[src/design/psl_pkg.sv]
// Shared types and constants for the positional sorted list engine.
// Holds request/response payload structs, request and status codes, and cell control types.
// No dependencies.
`timescale 1ns / 1ps
`default_nettype none

package psl_pkg;

	localparam int POS_W      = 7;
	localparam int IDX_OUT_W  = 6;
	localparam int CNT_OUT_W  = 7;
	localparam int KEY_MAX_W  = 64;
	localparam int GROUP_SIZE = 32;
	localparam int GRP_IDX_W  = 5;

	localparam logic [2:0] REQ_INSERT_AT = 3'd0;
	localparam logic [2:0] REQ_DELETE_AT = 3'd1;
	localparam logic [2:0] REQ_LOCATE    = 3'd2;
	localparam logic [2:0] REQ_RETRIEVE  = 3'd3;
	localparam logic [2:0] REQ_SORTED    = 3'd4;
	localparam logic [2:0] REQ_CLEAR     = 3'd5;

	localparam logic [1:0] ST_OK       = 2'd0;
	localparam logic [1:0] ST_BADPOS   = 2'd1;
	localparam logic [1:0] ST_FULL     = 2'd2;
	localparam logic [1:0] ST_NOTFOUND = 2'd3;

	typedef struct packed {
		logic [2:0]           req_type;
		logic [POS_W-1:0]     position;
		logic [KEY_MAX_W-1:0] name_key;
		logic [7:0]           age;
	} req_t;

	typedef struct packed {
		logic [1:0]           status;
		logic [IDX_OUT_W-1:0] index;
		logic [KEY_MAX_W-1:0] out_name_key;
		logic [7:0]           out_age;
		logic [CNT_OUT_W-1:0] entry_count;
	} rsp_t;

	// Per-cell next-value select.
	typedef enum logic [1:0] {
		SEL_HOLD,
		SEL_LOWER,
		SEL_UPPER,
		SEL_LOAD
	} cell_sel_t;

	typedef struct packed {
		logic match;
		logic le;
	} cell_flags_t;

	typedef struct packed {
		logic                 any_match;
		logic [GRP_IDX_W-1:0] match_idx;
		logic                 any_le;
		logic [GRP_IDX_W-1:0] le_idx;
	} grp_res_t;

endpackage

`default_nettype wire

[src/design/psl_cell.sv]
// One list entry cell: holds a name key and age, shifts to/from its neighbors.
// Produces match (key and age) and not-greater (key) flags against the current request.
// Depends on psl_pkg.
`timescale 1ns / 1ps
`default_nettype none

module psl_cell import psl_pkg::*; #(
	parameter int KEY_W = 64
) (
	input  wire logic             clk,
	input  wire cell_sel_t        sel,
	input  wire logic [KEY_W-1:0] lower_name,
	input  wire logic [7:0]       lower_age,
	input  wire logic [KEY_W-1:0] upper_name,
	input  wire logic [7:0]       upper_age,
	input  wire logic [KEY_W-1:0] new_name,
	input  wire logic [7:0]       new_age,
	input  wire logic             valid,
	output cell_flags_t           flags,
	output logic [KEY_W-1:0]      name,
	output logic [7:0]            age
);

	logic [KEY_W-1:0] name_q;
	logic [7:0]       age_q;

	always_ff @(posedge clk) begin
		unique case (sel)
			SEL_LOWER: begin
				name_q <= lower_name;
				age_q  <= lower_age;
			end
			SEL_UPPER: begin
				name_q <= upper_name;
				age_q  <= upper_age;
			end
			SEL_LOAD: begin
				name_q <= new_name;
				age_q  <= new_age;
			end
			default: begin
				name_q <= name_q;
				age_q  <= age_q;
			end
		endcase
	end

	// compare against the request key and age; only live entries report
	assign flags.match = valid && (name_q == new_name) && (age_q == new_age);
	assign flags.le    = valid && (name_q <= new_name);
	assign name        = name_q;
	assign age         = age_q;

endmodule

`default_nettype wire

[config.mk]
export PLATFORM = sky130hd
export DESIGN_NAME = psl_cell
export DESIGN_NICKNAME = d
export VERILOG_FILES = /design/src/design/psl_pkg.sv /design/src/design/psl_cell.sv
export SDC_FILE = /design/constraint.sdc
export NUM_CORES = 1
export LEC_CHECK = 0
export BUFFER_PORTS_ARGS = -buffer_cell sky130_fd_sc_hd__buf_2
export CAP_MARGIN = 30
export CORE_AREA = 2 2 115 117
export CTS_CLUSTER_DIAMETER = 40
export DETAILED_ROUTE_END_ITERATION = 8
export DIE_AREA = 0 0 117 119
export PLACE_DENSITY = 0.77
export RECOVER_POWER = 50
export SLEW_MARGIN = 20
export SYNTH_ARGS = -nofsm -noshare
export SYNTH_HDL_FRONTEND = slang
export SYNTH_SLANG_ARGS = --single-unit
[constraint.sdc]
create_clock -name clk -period 6.4 [get_ports clk]
set_clock_uncertainty 0.2 [all_clocks]
set_input_delay 0.64 -clock clk [delete_from_list [all_inputs] [get_ports clk]]
set_output_delay 0.64 -clock clk [all_outputs]
set_load 0.02 [all_outputs]
==> out/qor.csv, run 1 <==
stage;metric;value;unit
critical_path;path_buf_inv;2;
power_and_ir_drop;leakagePower;3.599;nW
critical_path;cpLargestDelayFamily;buffers and inverters;
layout;layout-drive-gt1-share;0.2837;
clock_network;postCtsHoldBufs;0;
grt;grt_antenna_before_repair;1;
timing;final_hold_viol_count;0;
timing;drv_slew;119;
power_and_ir_drop;powerDensity;220.0;mW/mm^2
min_path;hold_start;lower_name[58];
synth;synth-simple-area-share;0.1079;
critical_path;critical_path.slowest_cell;clkbuf_1;
synth;ys_ff_latch;72;
critical_path;required;6100;ps
route;via_count;5065;
outcome;violations;max-capacitance violations, max-slew violations;
synth;yosysSeqAreaShare;0.4028;
critical_path;max_stage_delay;2350;ps
synth;synth_compound_area_frac;0.1268;
grt;grt_usage;0.2131;
floorplan;core;0.01287;mm^2
synth;syn_inst;559;
power_and_ir_drop;peakVddDrop;0.1235;mV
synth;synth_area_leader_cell;edfxtp_1;
synth;ys_async_sr_fraction;0;
floorplan;die_h;119;um
outcome;status;finished with violations;
layout;fillers;1211;
clock_network;clk_pin_slew;60;ps
grt;grt_max_degree;83;
synth;synth_fp_nets;843;
placed_design;port_buffers;293;
clock_network;clockRootBuffer;clkbuf_16;
synth;ys_warn_count;0;
floorplan;fp-row-count;42;
timing;fmax;0.2389;GHz
grt;grt_pass1_wl;23050;um
route;dr.first_iter.drc_count;136;
clock_network;postCtsSetupRepairBufs;0;
synth;yosys-mux-area-fraction;0.1343;
floorplan;initial_core_util;0.4169;
synth;yosys-top-cells-count;a21oi_1 (94), nor2_1 (79), edfxtp_1 (72), mux2i_1 (72), inv_1 (68);
floorplan;io-pin-count;294;
critical_path;crit_fanout;82;
route;ant_nets;0;
route;viasPerCell;4.956;
synth;synth_cell_types;35;
timing;final.period_utilization;0.6541;
timing;finalHoldWorstSlack;424.7;ps
synth;synth_area_per_cell;9.602;um^2
timing;setup_viol;0;
layout;seq_area;0.002162;mm^2
clock_network;cts_num_sinks;72;
critical_path;crit_chain;buf_4, clkbuf_1, a21oi_1;
layout;final_nets;1126;
route;wl;14900;um
synth;yosysMostFrequentCell;a21oi_1;
synth;synth-main-ff-cell;edfxtp_1;
power_and_ir_drop;finalPower;1.585;mW
clock_network;h-tree-depth;3;
timing;grt_setup_unrepaired;false;
synth;synth_top_family_by_area;adder cells;
placed_design;post-dp-hpwl;11960;um
timing;fin_crit;4186;ps
placed_design;gp_congestion;0.7883;
route;post-route-drc-count;0;
critical_path;cp-start-kind;primary input;
clock_network;cts.path.max_buffers;2;
critical_path;critPathArrivalTime;3880;ps
synth;synth_xor_area_frac;0.01305;
min_path;hold_class;primary input to flip-flop;
grt;grt_pass1_vias;4924;
synth;synth_top_area_frac;0.4028;
floorplan;dieArea;0.01392;mm^2
timing;setup-tns-final;0;ps
synth;synth_fa_ha_area_frac;0.1492;
layout;multi_input_area;0.002851;mm^2
clock_network;cts_resized;0;
grt;overflow;0;
timing;tightest_slew;3280;ps
synth;synth_edf_count;72;
route;wl_per_cell;14.58;um
route;dr.pass1.iters;6;
clock_network;cts_tree;yes;
synth;synth_top_cells_by_area;edfxtp_1 (40%), ha_1 (15%), mux2i_1 (13%);
clock_network;cts-buffers-inserted;9;
flow_run;maxCapViolations;2;
layout;area_growth;34.20;%
synth;synth_area;0.005368;mm^2
critical_path;end_kind;flip-flop;
floorplan;die_w;117;um
critical_path;critPathKind;primary input to flip-flop;
timing;slew_headroom;-1.187;
layout;num_antenna_cells;0;
critical_path;crit_start;sel[1];
## report_power, final
| part | total [mW] | switching, mW | internal [mW] |
|---|---|---|---|
| Clock | 0.525 | 0.189 | 0.336 |
| Sequential | 0.621 | 0.0328 | 0.588 |
| Combinational | 0.439 | 0.260 | 0.179 |
## cells by family (layout without fill, tap and decap cells)
family,count (synthesis),count (layout)
compound gates,122,122
simple gates,129,129
xor+xnor,8,8
buf+inv,92,379
flops,72,72
fa+ha+maj,64,64
mux,72,72
## flip-flops by register name, summed over array words and instances (netlist names)
register	count
name	64
age	8
## layer usage
metal,routed length (um),share of wire,track usage
met1,6099,0.41,0.2390
met2,7291,0.49,0.3829
met3,1116,0.075,0.05140
met4,380,0.025,0.08235
met5,13,0.00087,0
## tightest hold or removal path: cells and delay by family
kind                   cells  cell delay (ps)
AOI/OAI and AO/OA          1               90
buffers and inverters      1               70
and+or+nand+nor            1               30
## worst paths after layout
path	cells after the start	slack, ps	endpoint
setup / recovery	3	2210	name[50]$_DFFE_PP_
hold / removal	3	420	name[58]$_DFFE_PP_
## metrics by stage
step                area, um^2  std cells    util  setup WS [ps]
detailed placement        6998       1007  0.5435           2891
global placement          6978       1006  0.5420           2953
floorplan                 5368        559       -           3207
CTS                       7300       1022  0.5670           2880
finish                    7203       1022  0.5595           2214
global route              7203       1022  0.5595           1790
## cell type report
class | count | share of cell area
Clock buffer | 10 | 0.03179
Clock inverter | 5 | 0.01007
Inverter | 68 | 0.03544
Multi-Input combinational cell | 395 | 0.3959
Sequential cell | 72 | 0.3002
Tap cell | 176 | 0.03057
Timing Repair Buffer | 296 | 0.1961
## layout by cell type (no fill, tap or decap), types with 2 or more instances in the layout
cell type  Yosys  layout
buf_2          7     219
a21oi_1       94      94
nor2_1        79      79
clkbuf_1      16      74
mux2i_1       72      72
edfxtp_1      72      72
inv_1         68      68
ha_1          64      64
nand4_1       15      15
nand2_1       13      13
clkbuf_16      0       9
xor2_1         8       8
o21ai_0        8       8
a21o_1         6       6
nand3_1        5       5
nor4_1         4       4
nor3_1         4       4
buf_4          0       3
nor4_2         2       2
nor2b_1        2       2
a221oi_1       2       2
a211oi_1       2       2
clkinv_1       0       2
bufinv_16      0       2
Note: power is estimated with default switching activity, not from simulation.
==> run 2: changes to the inputs <==
clock period = 4.1 ns   (was 6.4 ns; I/O delays follow)
==> run 2 against run 1 <==
The run now ends clean. Wire length down 0.87%. Sequential cell count unchanged. Setup slack worse by 1300 ps. Via count down 0.53%. Final cell count about the same. Sequential share of layout area up 0.14 points. First-iteration DRC count up 12%. Largest cell class unchanged. Highest routed layer unchanged.
==> out/qor.csv, run 2 (synthesized netlist as in run 1, its figures left out) <==
stage;metric;value;unit;change
timing;setup-tns-final;0;ps;unchanged
layout;final_common_cell;buf_2;;
timing;finalHoldWorstSlack;196.1;ps;-228.6 ps
clock_network;postCtsSetupRepairBufs;0;;unchanged
clock_network;clk_pin_slew;50;ps;about the same
route;dr.first_iter.drc_count;152;;+12%
layout;layout.cells.most_common_list;buf_2 (219), a21oi_1 (94), nor2_1 (79), clkbuf_1 (76);;
flow_run;maxCapViolations;0;;-2
clock_network;h-tree-depth;3;;unchanged
clock_network;cts_tree;yes;;
layout;largest_reg_flops;64;;unchanged
timing;grt_setup_unrepaired;false;;
critical_path;crit_start;name[18]$_DFFE_PP_;;
critical_path;required;3490;ps;-2610 ps
grt;grt_antenna_before_repair;1;;unchanged
critical_path;max_stage_delay;390;ps;-1960 ps
route;wl;14770;um;-0.87%
floorplan;initial_core_util;0.4169;;unchanged
critical_path;critical_path.slowest_cell;edfxtp_1;;
floorplan;dieArea;0.01392;mm^2;unchanged
timing;fmax;0.3153;GHz;
grt;gr-usage-met3;0.05903;;+0.007634
route;viasPerCell;4.925;;-0.63%
timing;fin_crit;3171;ps;
timing;setup_viol;0;;unchanged
floorplan;die_w;117;um;unchanged
route;dr.pass1.iters;4;;-2
clock_network;cts_num_sinks;72;;unchanged
grt;overflow;0;;unchanged
layout;multi_input_area;0.002851;mm^2;unchanged
critical_path;cpLargestDelayFamily;compound AO/OA/AOI/OAI gates;;
layout;layout-drive-gt1-share;0.2834;;-0.0003349
placed_design;post-dp-hpwl;12010;um;+0.38%
power_and_ir_drop;powerDensity;325.8;mW/mm^2;+48%
timing;final_hold_viol_count;0;;unchanged
clock_network;clockRootBuffer;clkbuf_16;;
placed_design;gp_congestion;0.8233;;+4.4%
power_and_ir_drop;swShare;0.3168;;+0.01254
layout;final_nets;1128;;+0.18%
floorplan;core;0.01287;mm^2;unchanged
critical_path;crit_fanout;3;;-96%
timing;tightest_slew;1459;ps;-1821 ps
power_and_ir_drop;internal_power;1.596;mW;+45%
clock_network;postCtsHoldBufs;0;;unchanged
critical_path;critPathKind;flip-flop to output pin;;
timing;drv_slew;0;;-100%
critical_path;path_buf_inv;1;;-1
floorplan;io-pin-count;294;;unchanged
power_and_ir_drop;leakagePower;3.584;nW;-0.40%
route;post-route-drc-count;0;;unchanged
layout;num_antenna_cells;0;;unchanged
placed_design;port_buffers;293;;unchanged
route;wl_per_cell;14.44;um;-0.96%
timing;final.period_utilization;0.7735;;
grt;use_met2;0.3739;;-0.009032
critical_path;cp-start-kind;flip-flop;;
critical_path;end_kind;output pin;;
grt;grt_pass1_wl;22600;um;-2.0%
critical_path;crit_chain;ha_1, a211oi_2, a211oi_1, o311a_1, nor4_2, o211ai_1, a2bb2oi_2, buf_2;;
power_and_ir_drop;power_frac_comb;0.294;;+0.017
min_path;hold_class;primary input to flip-flop;;
clock_network;cts_resized;0;;unchanged
layout;fillers;1203;;-0.66%
grt;grt_usage;0.2090;;-0.004126
critical_path;critPathArrivalTime;2560;ps;-1320 ps
layout;seq_area;0.002162;mm^2;unchanged
grt;grt_pass1_vias;4866;;-1.2%
layout;area_growth;33.57;%;
clock_network;cts.path.max_buffers;2;;unchanged
outcome;status;complete, no violations;;
power_and_ir_drop;peakVddDrop;0.2251;mV;+82%
timing;slew_headroom;0.02724;;+1.214
power_and_ir_drop;power_frac_seq;0.415;;+0.023
power_and_ir_drop;pwr-share-clk;0.292;;-0.039
floorplan;die_h;119;um;unchanged
grt;grt_max_degree;81;;-2.4%
route;ant_nets;0;;unchanged
grt;use_met1;0.2338;;-0.005237
power_and_ir_drop;power_switching;0.7400;mW;+54%
clock_network;cts-buffers-inserted;9;;unchanged
route;via_count;5038;;-0.53%
grt;grt-busiest-layer;met2;;
min_path;hold_start;lower_name[10];;
floorplan;fp-row-count;42;;unchanged
power_and_ir_drop;finalPower;2.336;mW;+47%
[run 2: worst paths after layout]
path	end	slack, ps	cells after the start
worst max-delay path	flags[0]	930	8
worst min-delay path	name[10]$_DFFE_PP_	200	3
[run 2: layout make-up]
| type | instances | share of cell area |
|---|---|---|
| Multi-Input combinational cell | 395 | 0.3977 |
| Timing Repair Buffer | 298 | 0.2002 |
| Inverter | 68 | 0.03560 |
| Sequential cell | 72 | 0.3016 |
| Tap cell | 176 | 0.03072 |
| Clock inverter | 2 | 0.001222 |
| Clock buffer | 12 | 0.03298 |
[run 2: stage by stage]
stage / utilization / setup slack, ps / instance area (um^2) / instances
floorplan: - / 1270 / 5368 / 559
global placement: 0.5431 / 1118 / 6993 / 1008
detailed placement: 0.5431 / 1057 / 6993 / 1008
CTS: 0.5622 / 836.3 / 7238 / 1022
global route: 0.5569 / 706.8 / 7169 / 1023
finish: 0.5569 / 928.8 / 7169 / 1023
[run 2: metal layers]
metal | up-vias | part of all wire
li1 | 2591 | -
met1 | 2242 | 0.41
met2 | 181 | 0.49
met3 | 22 | 0.072
met4 | 2 | 0.019
met5 | - | 0.00088
[run 2: power by group through the flow]
| stage | sequential (mW) | clock [mW] | combinational (mW) |
|---|---|---|---|
| 2_1_floorplan | 1.09 | 0 | 0.314 |
| 5_1_grt | 0.980 | 0.729 | 0.769 |
| 3_3_place_gp | 0.976 | 0 | 0.700 |
| 4_1_cts | 0.966 | 0.701 | 0.714 |
| 6_report | 0.968 | 0.682 | 0.686 |
| 3_5_place_dp | 0.981 | 0 | 0.711 |
==> run 3: changes to the inputs <==
clock period = 3.2 ns   (was 4.1 ns; I/O delays follow)
==> run 3 against run 2 <==
The run now ends with max-capacitance violations, max-slew violations left. Non-clock buffer count did not move. Cell area rose by 1.2%. Critical path type unchanged. Setup slack got worse by 760 ps. Highest routed layer is now met4. Sequential power rose by 28%. Wire length rose by 2.4%. Core utilization rose by 0.64 points. Sequential cell count did not move. Global-route usage rose by 0.45 points. First-iteration DRC count fell by 11%. Hold slack got worse by 93 ps. Clock power rose by 41%. Clock-buffer cell count fell by 1.
==> out/qor.csv, run 3 (synthesized netlist as in run 1, its figures left out) <==
stage;metric;value;unit;change
outcome;status;finished with violations;;
outcome;violations;max-capacitance violations, max-slew violations;;
layout;final_nets;1128;;unchanged
timing;tightest_slew;2614;ps;+1155 ps
grt;use_met1;0.2373;;+0.003550
timing;fin_crit;3030;ps;
clock_network;cts_tree;yes;;
layout;fillers;1223;;+1.7%
power_and_ir_drop;swShare;0.3101;;-0.006708
grt;grt_usage;0.2135;;+0.004543
timing;setup-tns-final;0;ps;unchanged
placed_design;post-dp-hpwl;12270;um;+2.2%
route;dr.first_iter.drc_count;136;;-11%
route;post-route-drc-count;0;;unchanged
power_and_ir_drop;leakagePower;3.666;nW;+2.3%
critical_path;critical_path.slowest_cell;edfxtp_1;;
layout;area_growth;35.10;%;
grt;use_met2;0.3840;;+0.01012
power_and_ir_drop;internal_power;2.142;mW;+34%
critical_path;crit_chain;ha_1, nand4_1, nor4_4, nand4_1, nor3_2, nor2_1, a2bb2oi_2, buf_4;;
timing;final_hold_viol_count;0;;unchanged
grt;grt_pass1_vias;5148;;+5.8%
floorplan;dieArea;0.01392;mm^2;unchanged
route;wl;15130;um;+2.4%
layout;final_common_cell;buf_2;;
layout;seq_area;0.002162;mm^2;unchanged
critical_path;required;2680;ps;-810 ps
critical_path;cpLargestDelayFamily;simple AND/OR/NAND/NOR gates;;
timing;slew_headroom;-0.7429;;-0.7701
floorplan;io-pin-count;294;;unchanged
placed_design;gp_congestion;0.7987;;-3.0%
critical_path;crit_fanout;3;;unchanged
critical_path;end_kind;output pin;;
floorplan;die_h;119;um;unchanged
route;wl_per_cell;14.77;um;+2.3%
floorplan;initial_core_util;0.4169;;unchanged
clock_network;clk_pin_slew;60;ps;about the same
power_and_ir_drop;power_frac_comb;0.289;;-0.005
clock_network;h-tree-depth;3;;unchanged
layout;multi_input_area;0.002878;mm^2;+0.92%
layout;stdcell_area;0.007252;mm^2;+1.2%
power_and_ir_drop;powerDensity;428.0;mW/mm^2;+31%
placed_design;port_buffers;293;;unchanged
timing;drv_slew;35;;+35
power_and_ir_drop;power_frac_seq;0.400;;-0.015
layout;layout-drive-gt1-share;0.3160;;+0.03268
power_and_ir_drop;finalPower;3.104;mW;+33%
flow_run;maxCapViolations;1;;+1
critical_path;crit_top_cell;nand4_1;;
grt;grt_pass1_wl;23250;um;+2.9%
clock_network;cts-buffers-inserted;9;;unchanged
critical_path;path_buf_inv;1;;unchanged
placed_design;place_area;0.007013;mm^2;+0.29%
floorplan;fp-row-count;42;;unchanged
timing;setup_viol;0;;unchanged
placed_design;place_inst;1009;;+0.099%
clock_network;cts.path.max_buffers;2;;unchanged
grt;gr-usage-met3;0.04936;;-0.009669
route;ant_nets;0;;unchanged
power_and_ir_drop;peakVddDrop;0.2176;mV;-3.3%
layout;largest_reg_flops;64;;unchanged
critical_path;critPathKind;flip-flop to output pin;;
floorplan;die_w;117;um;unchanged
timing;final.period_utilization;0.9469;;
min_path;hold_class;primary input to flip-flop;;
grt;grt_max_degree;79;;-2.5%
route;dr.pass1.iters;4;;unchanged
layout;fin_util;0.5633;;+0.006414
timing;fmax;0.3300;GHz;
timing;grt_setup_unrepaired;false;;
grt;overflow;0;;unchanged
clock_network;postCtsSetupRepairBufs;0;;unchanged
grt;grt-busiest-layer;met2;;
route;viasPerCell;4.971;;+0.93%
clock_network;clockRootBuffer;clkbuf_16;;
floorplan;core;0.01287;mm^2;unchanged
critical_path;critPathArrivalTime;2510;ps;-50 ps
layout;layout.cells.most_common_list;buf_2 (242), a21oi_1 (94), nor2_1 (79), mux2i_1 (72), edfxtp_1 (72);;
route;via_count;5090;;+1.0%
power_and_ir_drop;power_switching;0.9625;mW;+30%
critical_path;max_stage_delay;400;ps;about the same
layout;instances_no_fill;1024;;+0.098%
critical_path;cp-start-kind;flip-flop;;
layout;num_antenna_cells;0;;unchanged
power_and_ir_drop;pwr-share-clk;0.311;;+0.019
grt;grt_antenna_before_repair;0;;-1
clock_network;cts_num_sinks;72;;unchanged
-- run 3: layout make-up --
cell class                      instances  area share
Clock buffer                           11     0.03209
Multi-Input combinational cell        395      0.3968
Clock inverter                          4    0.006384
Timing Repair Buffer                  298      0.2010
Sequential cell                        72      0.2981
Inverter                               68     0.03520
Tap cell                              176     0.03037
-- run 3: power groups by stage --
stage          Clock (mW)  Sequential [mW]  Combinational, mW
6_report            0.965             1.24              0.898
4_1_cts             0.986             1.24              0.926
3_5_place_dp            0             1.25              0.918
3_3_place_gp            0             1.25              0.902
5_1_grt              1.02             1.25               1.01
2_1_floorplan           0             1.39              0.403
-- run 3: metal layers --
layer  vias up  part of all wire
met4         0             0.029
met3        32             0.068
met5         -                 0
met1      2281              0.40
li1       2583                 -
met2       194              0.50
-- run 3: worst paths after layout --
| kind | from | to | slack, ps | depth (start not counted) |
|---|---|---|---|---|
| worst max-delay path | name[14]$_DFFE_PP_ | flags[0] | 170 | 8 |
| worst min-delay path | lower_age[3] | age[3]$_DFFE_PP_ | 100 | 3 |
-- run 3: stage by stage --
step | hold slack (ps) | worst slack [ps]
global placement | 435.4 | 397.2
floorplan | 345.6 | 459.9
CTS | 92.11 | 21.50
finish | 102.9 | 170.1
detailed placement | 444.8 | 298.0
global route | 116.9 | 23.40
-- run 3: timing repair --
action / CTS / global route
hold buffers: 0 / 0
resized for setup: 1 / 3
setup endpoints to repair: 1 / 1
pin swaps: 0 / 3
